`config.mk`:
```
export PLATFORM = sky130hd
export DESIGN_NAME = byte_hex_escape_folder
export DESIGN_NICKNAME = d
export VERILOG_FILES = /design/src/rtl/bhef_pkg.sv /design/src/rtl/bhef_front.sv /design/src/rtl/bhef_queue.sv /design/src/rtl/bhef_back.sv /design/src/rtl/byte_hex_escape_folder.sv
export SDC_FILE = /design/constraint.sdc
export NUM_CORES = 1
export LEC_CHECK = 0
export BUFFER_PORTS_ARGS = -buffer_cell sky130_fd_sc_hd__clkbuf_2
export CORE_MARGIN = 2
export CORE_UTILIZATION = 31
export CTS_CLUSTER_DIAMETER = 40
export CTS_CLUSTER_SIZE = 25
export DETAILED_ROUTE_END_ITERATION = 7
export PLACE_DENSITY = 0.58
export SLEW_MARGIN = 15
export SYNTH_ARGS = -nofsm -noshare
export SYNTH_HDL_FRONTEND = slang
export SYNTH_HIERARCHICAL = 1
export SYNTH_SLANG_ARGS = --single-unit
```
`constraint.sdc`:
```
create_clock -name i_clk -period 5 [get_ports i_clk]
set_clock_uncertainty 0.05 [all_clocks]
set_input_delay 0.25 -clock i_clk [delete_from_list [all_inputs] [get_ports i_clk]]
set_output_delay 0.25 -clock i_clk [all_outputs]
set_load 0.01 [all_outputs]
```
`src/rtl/bhef_pkg.sv`:
```
package bhef_pkg;

    localparam int TAB_WIDTH = 8;
    localparam int ESC_WIDTH = 4;
    localparam int COL_W     = 17;
    localparam logic [COL_W-1:0] COL_MAX = {COL_W{1'b1}};

    localparam int QDEPTH   = 4;
    localparam int QPTR_W   = $clog2(QDEPTH);
    localparam int QCOUNT_W = $clog2(QDEPTH + 1);

    // configuration register indexes
    localparam logic [1:0] REG_FOLD_LENGTH = 2'd0;
    localparam logic [1:0] REG_DROP_UNPRINTABLE = 2'd1;

    // character codes
    localparam logic [7:0] CH_TAB       = 8'h09;
    localparam logic [7:0] CH_NEWLINE   = 8'h0A;
    localparam logic [7:0] CH_BACKSLASH = 8'h5C;
    localparam logic [7:0] CH_X         = 8'h58;

    // back-end emit steps
    localparam logic [2:0] STEP_NL   = 3'd0;
    localparam logic [2:0] STEP_HEAD = 3'd1;
    localparam logic [2:0] STEP_X    = 3'd2;
    localparam logic [2:0] STEP_HI   = 3'd3;
    localparam logic [2:0] STEP_LO   = 3'd4;

    // one classified item, front to back
    typedef struct packed {
        logic [7:0] data;
        logic       esc;   // emit as \Xhh
        logic       fold;  // newline before the item
    } t_desc;

    function automatic logic is_passthrough(input logic [7:0] b);
        return ((b >= 8'h20) && (b <= 8'h7E)) || ((b >= 8'h09) && (b <= 8'h0D));
    endfunction

    function automatic logic [7:0] hex_digit(input logic [3:0] d);
        logic [7:0] r;
        if (d < 4'd10) begin
            r = 8'h30 + {4'd0, d};
        end else begin
            r = 8'h57 + {4'd0, d};
        end
        return r;
    endfunction

endpackage

```
`src/rtl/bhef_front.sv`:
```
module bhef_front (
    input  logic               i_clk,
    input  logic               i_rst_n,
    input  logic               i_cfg_we,
    input  logic [1:0]         i_cfg_idx,
    input  logic [15:0]        i_cfg_data,
    input  logic               i_valid,
    output logic               o_ready,
    input  logic [7:0]         i_byte,
    input  logic               i_new_chunk,
    input  logic               i_q_full,
    output logic               o_push,
    output bhef_pkg::t_desc    o_desc
);

    logic [15:0]                r_fold_len;
    logic                       r_drop;
    logic [bhef_pkg::COL_W-1:0] r_col;
    logic [bhef_pkg::COL_W-1:0] n_col;

    logic                       accept;
    logic                       pass;
    logic                       keep;
    logic                       active;
    logic                       fold;
    logic [bhef_pkg::COL_W-1:0] base;
    logic [bhef_pkg::COL_W-1:0] width;
    logic [bhef_pkg::COL_W:0]   sum;
    logic [bhef_pkg::COL_W-1:0] sat;

    assign o_ready = !i_q_full;
    assign accept  = i_valid && o_ready;

    always_comb begin
        pass   = bhef_pkg::is_passthrough(i_byte);
        keep   = pass || !r_drop;
        base   = i_new_chunk ? '0 : r_col;
        if (!pass) begin
            width = bhef_pkg::COL_W'(bhef_pkg::ESC_WIDTH);
        end else if (i_byte == bhef_pkg::CH_TAB) begin
            width = bhef_pkg::COL_W'(bhef_pkg::TAB_WIDTH);
        end else begin
            width = bhef_pkg::COL_W'(1);
        end
        sum    = {1'b0, base} + {1'b0, width};
        sat    = sum[bhef_pkg::COL_W] ? bhef_pkg::COL_MAX : sum[bhef_pkg::COL_W-1:0];
        active = (r_fold_len != 16'd0) && keep;
        fold   = active && (sat >= {1'b0, r_fold_len});
        if (!active) begin
            n_col = base;
        end else if (fold) begin
            n_col = '0;
        end else begin
            n_col = sat;
        end
    end

    assign o_push      = accept && keep;
    assign o_desc.data = i_byte;
    assign o_desc.esc  = !pass;
    assign o_desc.fold = fold;

    always_ff @(posedge i_clk) begin
        if (!i_rst_n) begin
            r_fold_len <= '0;
            r_drop     <= 1'b0;
            r_col      <= '0;
        end else begin
            if (i_cfg_we && (i_cfg_idx == bhef_pkg::REG_FOLD_LENGTH)) begin
                r_fold_len <= i_cfg_data;
            end
            if (i_cfg_we && (i_cfg_idx == bhef_pkg::REG_DROP_UNPRINTABLE)) begin
                r_drop <= i_cfg_data[0];
            end
            if (accept) begin
                r_col <= n_col;
            end
        end
    end

endmodule

```
`src/rtl/bhef_queue.sv`:
```
module bhef_queue (
    input  logic            i_clk,
    input  logic            i_rst_n,
    input  logic            i_push,
    input  bhef_pkg::t_desc i_desc,
    output logic            o_full,
    input  logic            i_pull,
    output logic            o_valid,
    output bhef_pkg::t_desc o_desc
);

    bhef_pkg::t_desc                r_mem [bhef_pkg::QDEPTH];
    logic [bhef_pkg::QPTR_W-1:0]    r_wr;
    logic [bhef_pkg::QPTR_W-1:0]    r_rd;
    logic [bhef_pkg::QCOUNT_W-1:0]  r_count;

    logic do_push;
    logic do_pull;

    assign o_full  = (r_count == bhef_pkg::QCOUNT_W'(bhef_pkg::QDEPTH));
    assign o_valid = (r_count != '0);
    assign o_desc  = r_mem[r_rd];
    assign do_push = i_push && !o_full;
    assign do_pull = i_pull && o_valid;

    always_ff @(posedge i_clk) begin
        if (do_push) begin
            r_mem[r_wr] <= i_desc;
        end
    end

    always_ff @(posedge i_clk) begin
        if (!i_rst_n) begin
            r_wr    <= '0;
            r_rd    <= '0;
            r_count <= '0;
        end else begin
            if (do_push) begin
                r_wr <= r_wr + 1'b1;
            end
            if (do_pull) begin
                r_rd <= r_rd + 1'b1;
            end
            if (do_push && !do_pull) begin
                r_count <= r_count + 1'b1;
            end else if (do_pull && !do_push) begin
                r_count <= r_count - 1'b1;
            end
        end
    end

endmodule

```
`src/rtl/bhef_back.sv`:
```
module bhef_back (
    input  logic            i_clk,
    input  logic            i_rst_n,
    input  logic            i_q_valid,
    input  bhef_pkg::t_desc i_q_desc,
    output logic            o_q_pull,
    output logic            o_valid,
    input  logic            i_ready,
    output logic [7:0]      o_data,
    output logic            o_last
);

    logic            r_valid;
    bhef_pkg::t_desc r_desc;
    logic [2:0]      r_step;

    logic xfer;

    assign o_valid  = r_valid;
    assign xfer     = r_valid && i_ready;
    assign o_last   = (r_step == bhef_pkg::STEP_LO) ||
                      ((r_step == bhef_pkg::STEP_HEAD) && !r_desc.esc);
    assign o_q_pull = i_q_valid && (!r_valid || (xfer && o_last));

    always_comb begin
        case (r_step)
            bhef_pkg::STEP_NL:   o_data = bhef_pkg::CH_NEWLINE;
            bhef_pkg::STEP_HEAD: o_data = r_desc.esc ? bhef_pkg::CH_BACKSLASH : r_desc.data;
            bhef_pkg::STEP_X:    o_data = bhef_pkg::CH_X;
            bhef_pkg::STEP_HI:   o_data = bhef_pkg::hex_digit(r_desc.data[7:4]);
            bhef_pkg::STEP_LO:   o_data = bhef_pkg::hex_digit(r_desc.data[3:0]);
            default:             o_data = bhef_pkg::CH_NEWLINE;
        endcase
    end

    always_ff @(posedge i_clk) begin
        if (o_q_pull) begin
            r_desc <= i_q_desc;
        end
    end

    always_ff @(posedge i_clk) begin
        if (!i_rst_n) begin
            r_valid <= 1'b0;
            r_step  <= bhef_pkg::STEP_NL;
        end else if (o_q_pull) begin
            r_valid <= 1'b1;
            r_step  <= i_q_desc.fold ? bhef_pkg::STEP_NL : bhef_pkg::STEP_HEAD;
        end else if (xfer) begin
            if (o_last) begin
                r_valid <= 1'b0;
            end else begin
                r_step <= r_step + 3'd1;
            end
        end
    end

endmodule

```
`src/rtl/byte_hex_escape_folder.sv`:
```
// Path: an accepted byte is written to the queue, then loaded into the emit
//   register, before its first output byte shows, with the output idle.
// Throughput: one output byte per cycle while the output is ready; an item
//   needs 1 to 5 output bytes (none if dropped). Input takes one byte per
//   cycle while the 4-entry queue has room.
// Reset: synchronous active low; clears registers, column count and queue.
module byte_hex_escape_folder (
    input  logic        i_clk,
    input  logic        i_rst_n,
    // configuration: index 0 fold_length, index 1 drop_unprintable
    input  logic        i_cfg_we,
    input  logic [1:0]  i_cfg_idx,
    input  logic [15:0] i_cfg_data,
    // input stream
    input  logic        i_s_axis_tvalid,
    output logic        o_s_axis_tready,
    input  logic [7:0]  i_s_axis_tdata,   // [7:0] in_byte
    input  logic        i_s_axis_tuser,   // [0] new_chunk
    // output stream
    output logic        o_m_axis_tvalid,
    input  logic        i_m_axis_tready,
    output logic [7:0]  o_m_axis_tdata,   // [7:0] out_byte
    output logic        o_m_axis_tlast    // last_of_run
);

    // front -> queue
    logic            push;
    bhef_pkg::t_desc push_desc;
    logic            q_full;
    // queue -> back
    logic            q_valid;
    bhef_pkg::t_desc q_desc;
    logic            q_pull;

    // Front: classifies each byte, runs the column counter and decides
    // on fold newlines; dropped bytes never reach the queue.
    bhef_front u_front (
        .i_clk       (i_clk),
        .i_rst_n     (i_rst_n),
        .i_cfg_we    (i_cfg_we),
        .i_cfg_idx   (i_cfg_idx),
        .i_cfg_data  (i_cfg_data),
        .i_valid     (i_s_axis_tvalid),
        .o_ready     (o_s_axis_tready),
        .i_byte      (i_s_axis_tdata),
        .i_new_chunk (i_s_axis_tuser),
        .i_q_full    (q_full),
        .o_push      (push),
        .o_desc      (push_desc)
    );

    // Short descriptor queue decouples the two sides.
    bhef_queue u_queue (
        .i_clk   (i_clk),
        .i_rst_n (i_rst_n),
        .i_push  (push),
        .i_desc  (push_desc),
        .o_full  (q_full),
        .i_pull  (q_pull),
        .o_valid (q_valid),
        .o_desc  (q_desc)
    );

    // Back: serializes newline / byte / \Xhh, one transfer per cycle while
    // ready; loads the next item on the last transfer without a bubble.
    bhef_back u_back (
        .i_clk     (i_clk),
        .i_rst_n   (i_rst_n),
        .i_q_valid (q_valid),
        .i_q_desc  (q_desc),
        .o_q_pull  (q_pull),
        .o_valid   (o_m_axis_tvalid),
        .i_ready   (i_m_axis_tready),
        .o_data    (o_m_axis_tdata),
        .o_last    (o_m_axis_tlast)
    );

endmodule

```
* Word level (Yosys, flattened, before mapping)
Memories as Yosys holds them, arrays and structs flattened. A register that Yosys moved wholly into a read port is not among the register bits.
Index checks and enable logic that the tools add are counted.
Widths: inputs -> output; s select.
** Word-level totals
- Register bits :: 54
- RAM bits :: 40
- Input bits :: 32
- Memories :: 1
** Memory list
- u_queue.r_mem :: words 4, width 10, read ports 1, clocked after memory_dff 1, wr ports 1, line bhef_queue.sv:12 : bhef_pkg::t_desc r_mem [bhef_pkg::QDEPTH];
** Operators by class
- $add $sub $neg :: 10
- Order comparisons :: 7
- Equality and inequality tests :: 8
- Multiplexer cells :: 23
- Reduce and logical (&&, ||, !) cells :: 35
** Operators with widths (count)
- $mux 17 :: 5
- $pmux 8 s4 :: 1
- $mux 8 :: 3
- $add 17x17->18 :: 1
- $ge 17x16->1 :: 1
- $add 7x4->8 const A :: 2
- $logic_and 1x1->1 :: 16
- $reduce_bool 16->1 :: 1
- $mux 3 :: 5
- $add 6x4->7 const A :: 2
- $eq 8x4->1 const B :: 1
- $ge 8x4->1 const B :: 1
- $ge 8x6->1 const B :: 1
- $le 8x4->1 const B :: 1
- $le 8x7->1 const B :: 1
- $lt 4x4->1 const B :: 2
- $logic_not 1->1 :: 7
- $add 3x1->3 const B :: 2
- $eq 3x2->1 const B :: 2
- $eq 3x3->1 const B :: 2
- $mux 1 :: 6
- $reduce_bool 2->1 :: 3
- $add 2x1->2 const B :: 2
- $logic_or 1x1->1 :: 4
- 9 further kinds :: 11

* Longest topological paths before layout
Gate-level depths: netlist of the first run.
- Depth after elaboration :: 10
- Gate-level depth with buffers :: 19
- Depth with buffers taken out :: 18

* Cells and area by module
Netlist of the first run, hierarchy kept.
** By module, submodules not included
- bhef_front :: times used 1, cells an instance 309, area each 2464.9 um^2, seq. area each 680.7 um^2
- bhef_queue :: times used 1, cells an instance 100, area each 1926.8 um^2, seq. area each 1381.3 um^2
- bhef_back :: times used 1, cells an instance 96, area each 872.1 um^2, seq. area each 350.3 um^2

* Worst setup path before layout of the first run
Ideal clock, no wire load.
- Path type :: input-to-reg
- From :: in i_s_axis_tdata[6]
- To :: reg u_front/r_col[12] (netlist bit)
- Library setup time :: 0.117 ns
- Arrival :: 3.748 ns
- Path slack :: 1.085 ns
- Stages :: 17
- Cell sequence :: and4_1 a211oi_1 nor2_1 ha_1 and4b_1 o311ai_2 or3_4 buf_2 nor2b_1 ha_1 nor2b_1 o21ai_0 nand3_1 a2111o_1 and3_4 buf_6 a32o_1
** Between the ends
- Cells in the longest elaborated chain, start to end :: 10
** Ends and longest elaborated chain
- start: declaration :: line byte_hex_escape_folder.sv:17 : input logic [7:0] i_s_axis_tdata,
- $ge 8x6->1 (tied with other cells) :: line bhef_pkg.sv:37 : return ((b >= 8'h20) && (b <= 8'h7E)) || ((b >= 8'h09) && (b <= 8'h0D));
- $logic_and 1x1->1 :: line bhef_pkg.sv:37
- $logic_or 1x1->1 :: line bhef_pkg.sv:37
- $mux 17 :: line bhef_front.sv:38 : if (!pass) begin
- $add 17x17->18 :: line bhef_front.sv:45 : sum = {1'b0, base} + {1'b0, width};
- $mux 17 :: line bhef_front.sv:46 : sat = sum[bhef_pkg::COL_W] ? bhef_pkg::COL_MAX : sum[bhef_pkg::COL_W-1:0];
- $ge 17x16->1 :: line bhef_front.sv:48 : fold = active && (sat >= {1'b0, r_fold_len});
- $logic_and 1x1->1 :: line bhef_front.sv:48
- $mux 17 :: line bhef_front.sv:51 : end else if (fold) begin
- $mux 17 (*) :: line bhef_front.sv:49 : if (!active) begin
- end signal: assignment :: line bhef_front.sv:76 : r_col <= n_col;
- end: declaration :: line bhef_front.sv:18 : logic [bhef_pkg::COL_W-1:0] r_col;
Every way passes the cells marked *; elsewhere a longest branch is shown, timed or not.
A chain may end at the register's enable or synchronous reset.

* Worst setup path in the final report of the first run
- From :: in i_s_axis_tdata[1]
- To :: reg u_front/r_col[4] (netlist bit)
The elaborated chain is that of the path after synthesis.

==> reports/qor.yml, run 1 <==
clock_network:
  cts_setup_buffers: 0
  cts_max_path_buffers: 2
  cts.sinks: 96
  clock_latency_ns: 0.35
  path_clk_slew_ns: 0.07
  cts_tree: "built"
  holdBufCountCts: 0
  root_buffer: "clkbuf_16"
  cts_htree_levels: 3
  numCtsBuffers: 9
  cts_resized: 0
critical_path:
  end_kind: "flop"
  cp.required_ns: 5.19
  crit_arrival_ns: 4.39
  startpoint_type: "primary input"
  critical_path_class: "in -> reg"
  r2r-start: "u_front/r_col[2]"
  crit_path_start: "i_s_axis_tdata[1]"
  crit_fanout: 14
worst_hold_path:
  hp-class: "in -> reg"
  min-delay-start: "i_cfg_data[5]"
timing:
  setup_violations: 0
  max_freq_mhz: 238
  drv_slew: 0
  max_slew.worst_pin.slew_ns: 0.920
  maxSlewHeadroom_pct: 38.5
  finalSetupTns_ns: 0
  rsz0062_at_grt: "no"
  period_needed_ns: 4.20
  hold_viol: 0
  fin_crit_sh_pct: 83.9
placed_design:
  numPortBuffers: 42
  place_congestion: 0.897
  dpl.hpwl_um: 8260
yosys:
  synth_warnings: 6
  ys.flop_type: "edfxtp_1"
  synth_top_area_share_pct: 28.0
  async_flop_share_pct: 0
  synthAdderAreaFrac_pct: 7.99
  synth_compound_gate_area_share_pct: 14.5
  ys_seq_elements: 96
  synthXorXnorAreaFrac_pct: 2.83
  synth_top_family_by_area: "simple AND/OR/NAND/NOR gates"
  synth_fp_nets: 570
  ys_seq_area_share_pct: 45.8
  synth_cell_type_count: 72
  syn_avg_cell_area_um2: 10.4
  synth_top_area_cell: "edfxtp_1"
  synthesis.area_um2: 5260
  synth_area_leaders: "edfxtp_1, dfxtp_1, ha_1"
  synth-simple-area-share_pct: 18.2
  muxShareOfSynthArea_pct: 5.25
  synthCells: 505
  synth_edf_count: 49
layout:
  mostFrequentLayoutCell: "nand2_1"
  regArea_um2: 2410
  diodes: 0
  area_growth_pct: 11.6
  final_core_util_pct: 35.4
  nFillCells: 1701
  nets: 594
  drive_gt1_share_pct: 15.9
  multiInputGateArea_um2: 2560
  layout_common_cells: "nand2_1, edfxtp_1, dfxtp_1"
grt:
  grt_first_pass_wirelength_um: 18600
  antenna_found_initial: 0
  grt_pass1_vias: 3785
  grt_max_degree: 41
  track_usage_pct: 13.0
  grt_overflow_total: 0
floorplanning:
  die_w_um: 134
  dieHeight_um: 134
  initial_core_util_pct: 31.7
  dieArea_um2: 18000
  num_rows: 47
  core_um2: 16600
  io_pins: 43
routing:
  vias_per_cell: 5.11
  drc: 0
  drt_pass1_iterations: 5
  drt_iter0_drc: 178
  drt-total-wl_um: 11200
  routedWlPerCell_um: 14.9
  vias: 3851
  drtAntennaViolNets: 0
power_and_ir_drop:
  leakage_uw: 0.00213
  powerDensity_nw_per_um2: 410
  ir_drop_mv: 0.160
run:
  maxCapViolations: 0
run_status:
  status: "finished clean"
## final cells by class
class | instances | area share [%]
inverter | 30 | 1.92
timing repair buffer | 43 | 3.71
clock inverter | 7 | 1.15
multi-input combinational | 349 | 43.6
tap | 220 | 4.69
clock buffer | 9 | 3.83
sequential | 96 | 41.1
## state kept, by name, indices dropped and copies added, names as in the netlist, named ones only
signal	cells
u_back/o_valid	1
u_back/r_desc	9
u_back/r_step	3
u_front/r_col	17
u_front/r_drop	1
u_front/r_fold_len	16
u_queue/r_count	3
u_queue/r_mem	40
u_queue/r_rd	2
u_queue/r_wr	2
## synthesized netlist by cell type (4+ instances only)
cell type  count
and3_1         6
nor4_1         5
nand3_1       12
a21oi_1       20
a21boi_0      17
a31oi_1        5
mux4_2        10
xnor2_1       12
xor2_1         5
o21ai_0       23
buf_2          4
inv_1         30
nand4_1        9
clkbuf_1      13
buf_4          9
nor2b_1       13
a32o_1        12
dfxtp_1       47
nand2_1       62
o211ai_1       4
nand3b_1       4
and2_1        10
edfxtp_1      49
mux2i_1        4
ha_1          32
nor2_1        20
nor3_1         6
## logic make-up after synthesis
logic type,Yosys count
AOI/OAI and AO/OA,107
xor gates and xnor gates,17
adders and majority gates,33
buffers and inverters,60
DFF,96
muxes,15
and+or+nand+nor,177
## stage by stage
stage	hold WS (ns)	std cells	setup WS (ns)	total power, uW	cell area (um2)
global route	0.0901	754	0.509	2560	5870
floorplan	0.317	505	1.08	1590	5260
finish	0.0810	754	0.803	2410	5870
CTS	0.0758	754	0.842	2440	5870
global placement	0.394	738	0.629	1740	5580
detailed placement	0.396	738	0.486	1770	5580
## final timing paths
check / end / slack [ns] / cells past startpoint
setup / recovery: u_front/r_col[4] / 0.80 / 16
hold / removal: u_front/r_fold_len[5] / 0.08 / 3
hold reg to reg: u_front/r_col[3] / 0.41 / 1
setup reg to reg: u_front/r_col[4] / 1.24 / 13
## routing by layer
metal  GRT usage (%)  routed length [um]  vias to the layer above
met3            3.17                 521                       14
met4            3.86                 167                        0
met2            23.1                5560                       89
li1                -                   -                     1907
met1            15.5                4950                     1841
met5               0                   0                        -
## power by group
group	internal [uW]	switching, uW	total (uW)	leakage (uW)
registers	983	123	1110	0.000832
logic	296	342	637	0.00116
clock network	348	316	664	0.000141
## critical path: stages
cell	delay (ns)
clkbuf_2	0.14
nor3_1	0.23
and4b_1	0.23
nor2_1	0.35
ha_1	0.36
and4b_1	0.25
o311ai_2	0.37
or3_4	0.29
or2b_1	0.28
ha_1	0.28
nand2_1	0.04
o21ai_0	0.19
nand3_1	0.12
a2111o_1	0.47
and3_4	0.23
a32o_1	0.26
Power figures use the tool's default switching activity.
==> run 2: changes to the inputs <==
Settings changed: ABC_AREA from default to 1.
Clock period 5 ns to 4.1 ns, I/O delays scaled along.
==> reports/qor.yml, run 2 <==
power_and_ir_drop:
  powerDensity_nw_per_um2: 527
  switching_share_pct: 37.4
  power.internal_uw: 2080
  p_seq_share_pct: 40.5
  power_switching_uw: 1250
  pwr-share-clk_pct: 26.6
  ir_drop_mv: 0.248
  leakage_uw: 0.00269
  p_comb_share_pct: 33.0
routing:
  drtAntennaViolNets: 0
  drc: 0
  vias: 4519
  routedWlPerCell_um: 12.9
  vias_per_cell: 4.75
  drt_pass1_iterations: 5
  drt_iter0_drc: 311
  drt-total-wl_um: 12300
yosys:
  synth_fp_nets: 749
  synth_warnings: 6
  synth-simple-area-share_pct: 24.3
  synth_top_area_share_pct: 26.1
  synth_cell_type_count: 46
  synth_edf_count: 49
  synth_compound_gate_area_share_pct: 14.6
  synthCells: 684
  async_flop_share_pct: 0
  synth_area_leaders: "edfxtp_1, dfxtp_1, ha_1"
  synthXorXnorAreaFrac_pct: 0.933
  synth_top_area_cell: "edfxtp_1"
  synthesis.area_um2: 5630
  ys_seq_elements: 96
  muxShareOfSynthArea_pct: 0
  synth_commonest_cells: "nand2_1, inv_1, nor2_1, o21ai_0, a21oi_1"
  ys.flop_type: "edfxtp_1"
  syn_avg_cell_area_um2: 8.24
  ys_seq_area_share_pct: 42.8
  synthAdderAreaFrac_pct: 7.46
  synth_most_common_cell: "nand2_1"
  synth_top_family_by_area: "simple AND/OR/NAND/NOR gates"
clock_network:
  clock_latency_ns: 0.36
  cts_tree: "built"
  cts_htree_levels: 3
  cts_resized: 0
  holdBufCountCts: 0
  cts_setup_buffers: 0
  path_clk_slew_ns: 0.07
  numCtsBuffers: 9
  cts.sinks: 96
  root_buffer: "clkbuf_16"
  cts_max_path_buffers: 2
timing:
  setup_violations: 0
  max_freq_mhz: 281
  drv_slew: 0
  finalSetupTns_ns: 0
  max_slew.worst_pin.slew_ns: 0.772
  period_needed_ns: 3.56
  maxSlewHeadroom_pct: 48.5
  rsz0062_at_grt: "no"
  hold_viol: 0
  fin_crit_sh_pct: 86.8
floorplanning:
  initial_core_util_pct: 31.5
  dieArea_um2: 19300
  die_w_um: 139
  num_rows: 49
  dieHeight_um: 139
  io_pins: 43
  core_um2: 17900
layout:
  nets: 782
  diodes: 0
  stdcell_count: 951
  largest_register_ffs: 40
  mostFrequentLayoutCell: "nand2_1"
  layout_common_cells: "nand2_1, inv_1, nor2_1"
  regMostFlops: "u_queue/r_mem"
  area_growth_pct: 12.2
  top_regs: "u_queue/r_mem: 40 flops, u_front/r_col: 17 flops, u_front/r_fold_len: 16 flops"
  drive_gt1_share_pct: 17.5
run_status:
  status: "finished clean"
critical_path:
  cp.required_ns: 4.15
  crit_arrival_ns: 3.61
  r2r_slack_ns: 0.75
  crit_fanout: 17
  startpoint_type: "primary input"
  end_kind: "flop"
  critical_path_class: "in -> reg"
grt:
  grt_pass1_vias: 4253
  antenna_found_initial: 0
  grt_max_degree: 41
  grt_first_pass_wirelength_um: 20600
  grt_overflow_total: 0
  track_usage_pct: 13.1
worst_hold_path:
  hp-class: "in -> reg"
placed_design:
  place_inst: 935
  place_congestion: 0.795
  dpl.hpwl_um: 8710
  numPortBuffers: 42
run:
  maxCapViolations: 0
==> run 2: changes by cell type in the layout (fill, tap and decap cells not counted), sizes merged, moves of 13 or more <==
| cell | before | now |
|---|---|---|
| a21boi | 19 | 0 |
| a21oi | 20 | 65 |
| inv | 32 | 104 |
| nand2 | 62 | 109 |
| nand3 | 12 | 56 |
| nor2 | 20 | 81 |
| nor2b | 13 | 0 |
| o21ai | 24 | 64 |
==> run 2: worst paths after layout <==
| path | start | endpoint | cells past startpoint |
|---|---|---|---|
| setup / recovery | i_s_axis_tdata[6] | u_queue/r_mem[1][0] | 26 |
| hold reg to reg | u_front/r_col[16] | u_front/r_col[16] | 2 |
| setup reg to reg | u_front/r_col[0] | u_queue/r_mem[1][0] | 21 |
| hold / removal | i_cfg_data[0] | u_front/r_fold_len[0] | 3 |
==> run 2: final cells by class <==
class / count / area (um2)
multi-input cells: 460 / 2670
repair buffers: 50 / 270
clock inverters: 7 / 86.3
well taps: 229 / 287
inverters: 100 / 375
flip-flops and latches: 96 / 2410
fillers: 1906 / 11600
clock buffers: 9 / 225
==> run 2: metal layers <==
metal | GRT usage [%] | part of all wire, % | vias to the layer above
met3 | 3.56 | 5.4 | 10
met1 | 17.1 | 47 | 2054
met2 | 21.6 | 47 | 108
met5 | 0 | 0 | -
met4 | 3.67 | 1.0 | 0
li1 | - | - | 2347
==> run 2: kinds of logic (layout without fill, tap and decap cells) <==
family / count (synthesis) / count (layout)
xor+xnor: 6 / 6
compound gates: 148 / 148
simple gates: 273 / 273
flops: 96 / 96
buf+inv: 128 / 166
fa+ha+maj: 33 / 33
==> run 2: power by group through the flow <==
stage / Sequential [uW] / Clock (uW) / Combinational [uW]
final: 1350 / 884 / 1100
after global routing: 1370 / 947 / 1270
after CTS: 1350 / 915 / 1110
after detailed placement: 1370 / 0 / 1110
after global placement: 1370 / 0 / 1100
after floorplan: 1320 / 0 / 876
==> run 2: worst max-delay path: stages <==
cell and delay [ns]:
clkbuf_2 0.12, nor2_1 0.14, nand2_1 0.06, nor2_1 0.11, nand4_1 0.10, and2_1 0.20
nor2_1 0.11, ha_1 0.18, ha_1 0.18, nand3_1 0.18, nand2_1 0.15, nand3b_1 0.10
nor2_1 0.16, nand2_1 0.09, o21ai_0 0.30, ha_1 0.31, nand2_1 0.09, nor2_1 0.05
nand2_1 0.05, nor2_1 0.04, nor2_1 0.08, nand2_1 0.07, nor2_2 0.11, nand3_2 0.08
nand2_4 0.24, inv_2 0.09
==> run 2: per-stage QoR <==
stage                     setup slack (ns)  util [%]  total power, uW  hold slack [ns]  area, um2
after floorplan                      0.586         -             2200            0.275       5630
after global placement               0.271      33.6             2470            0.405       6010
after detailed placement             0.157      33.6             2480            0.407       6010
after CTS                            0.533      35.3             3380           0.0313       6320
after global routing                0.0351      35.3             3590           0.0470       6320
final                                0.542      35.3             3330           0.0477       6320
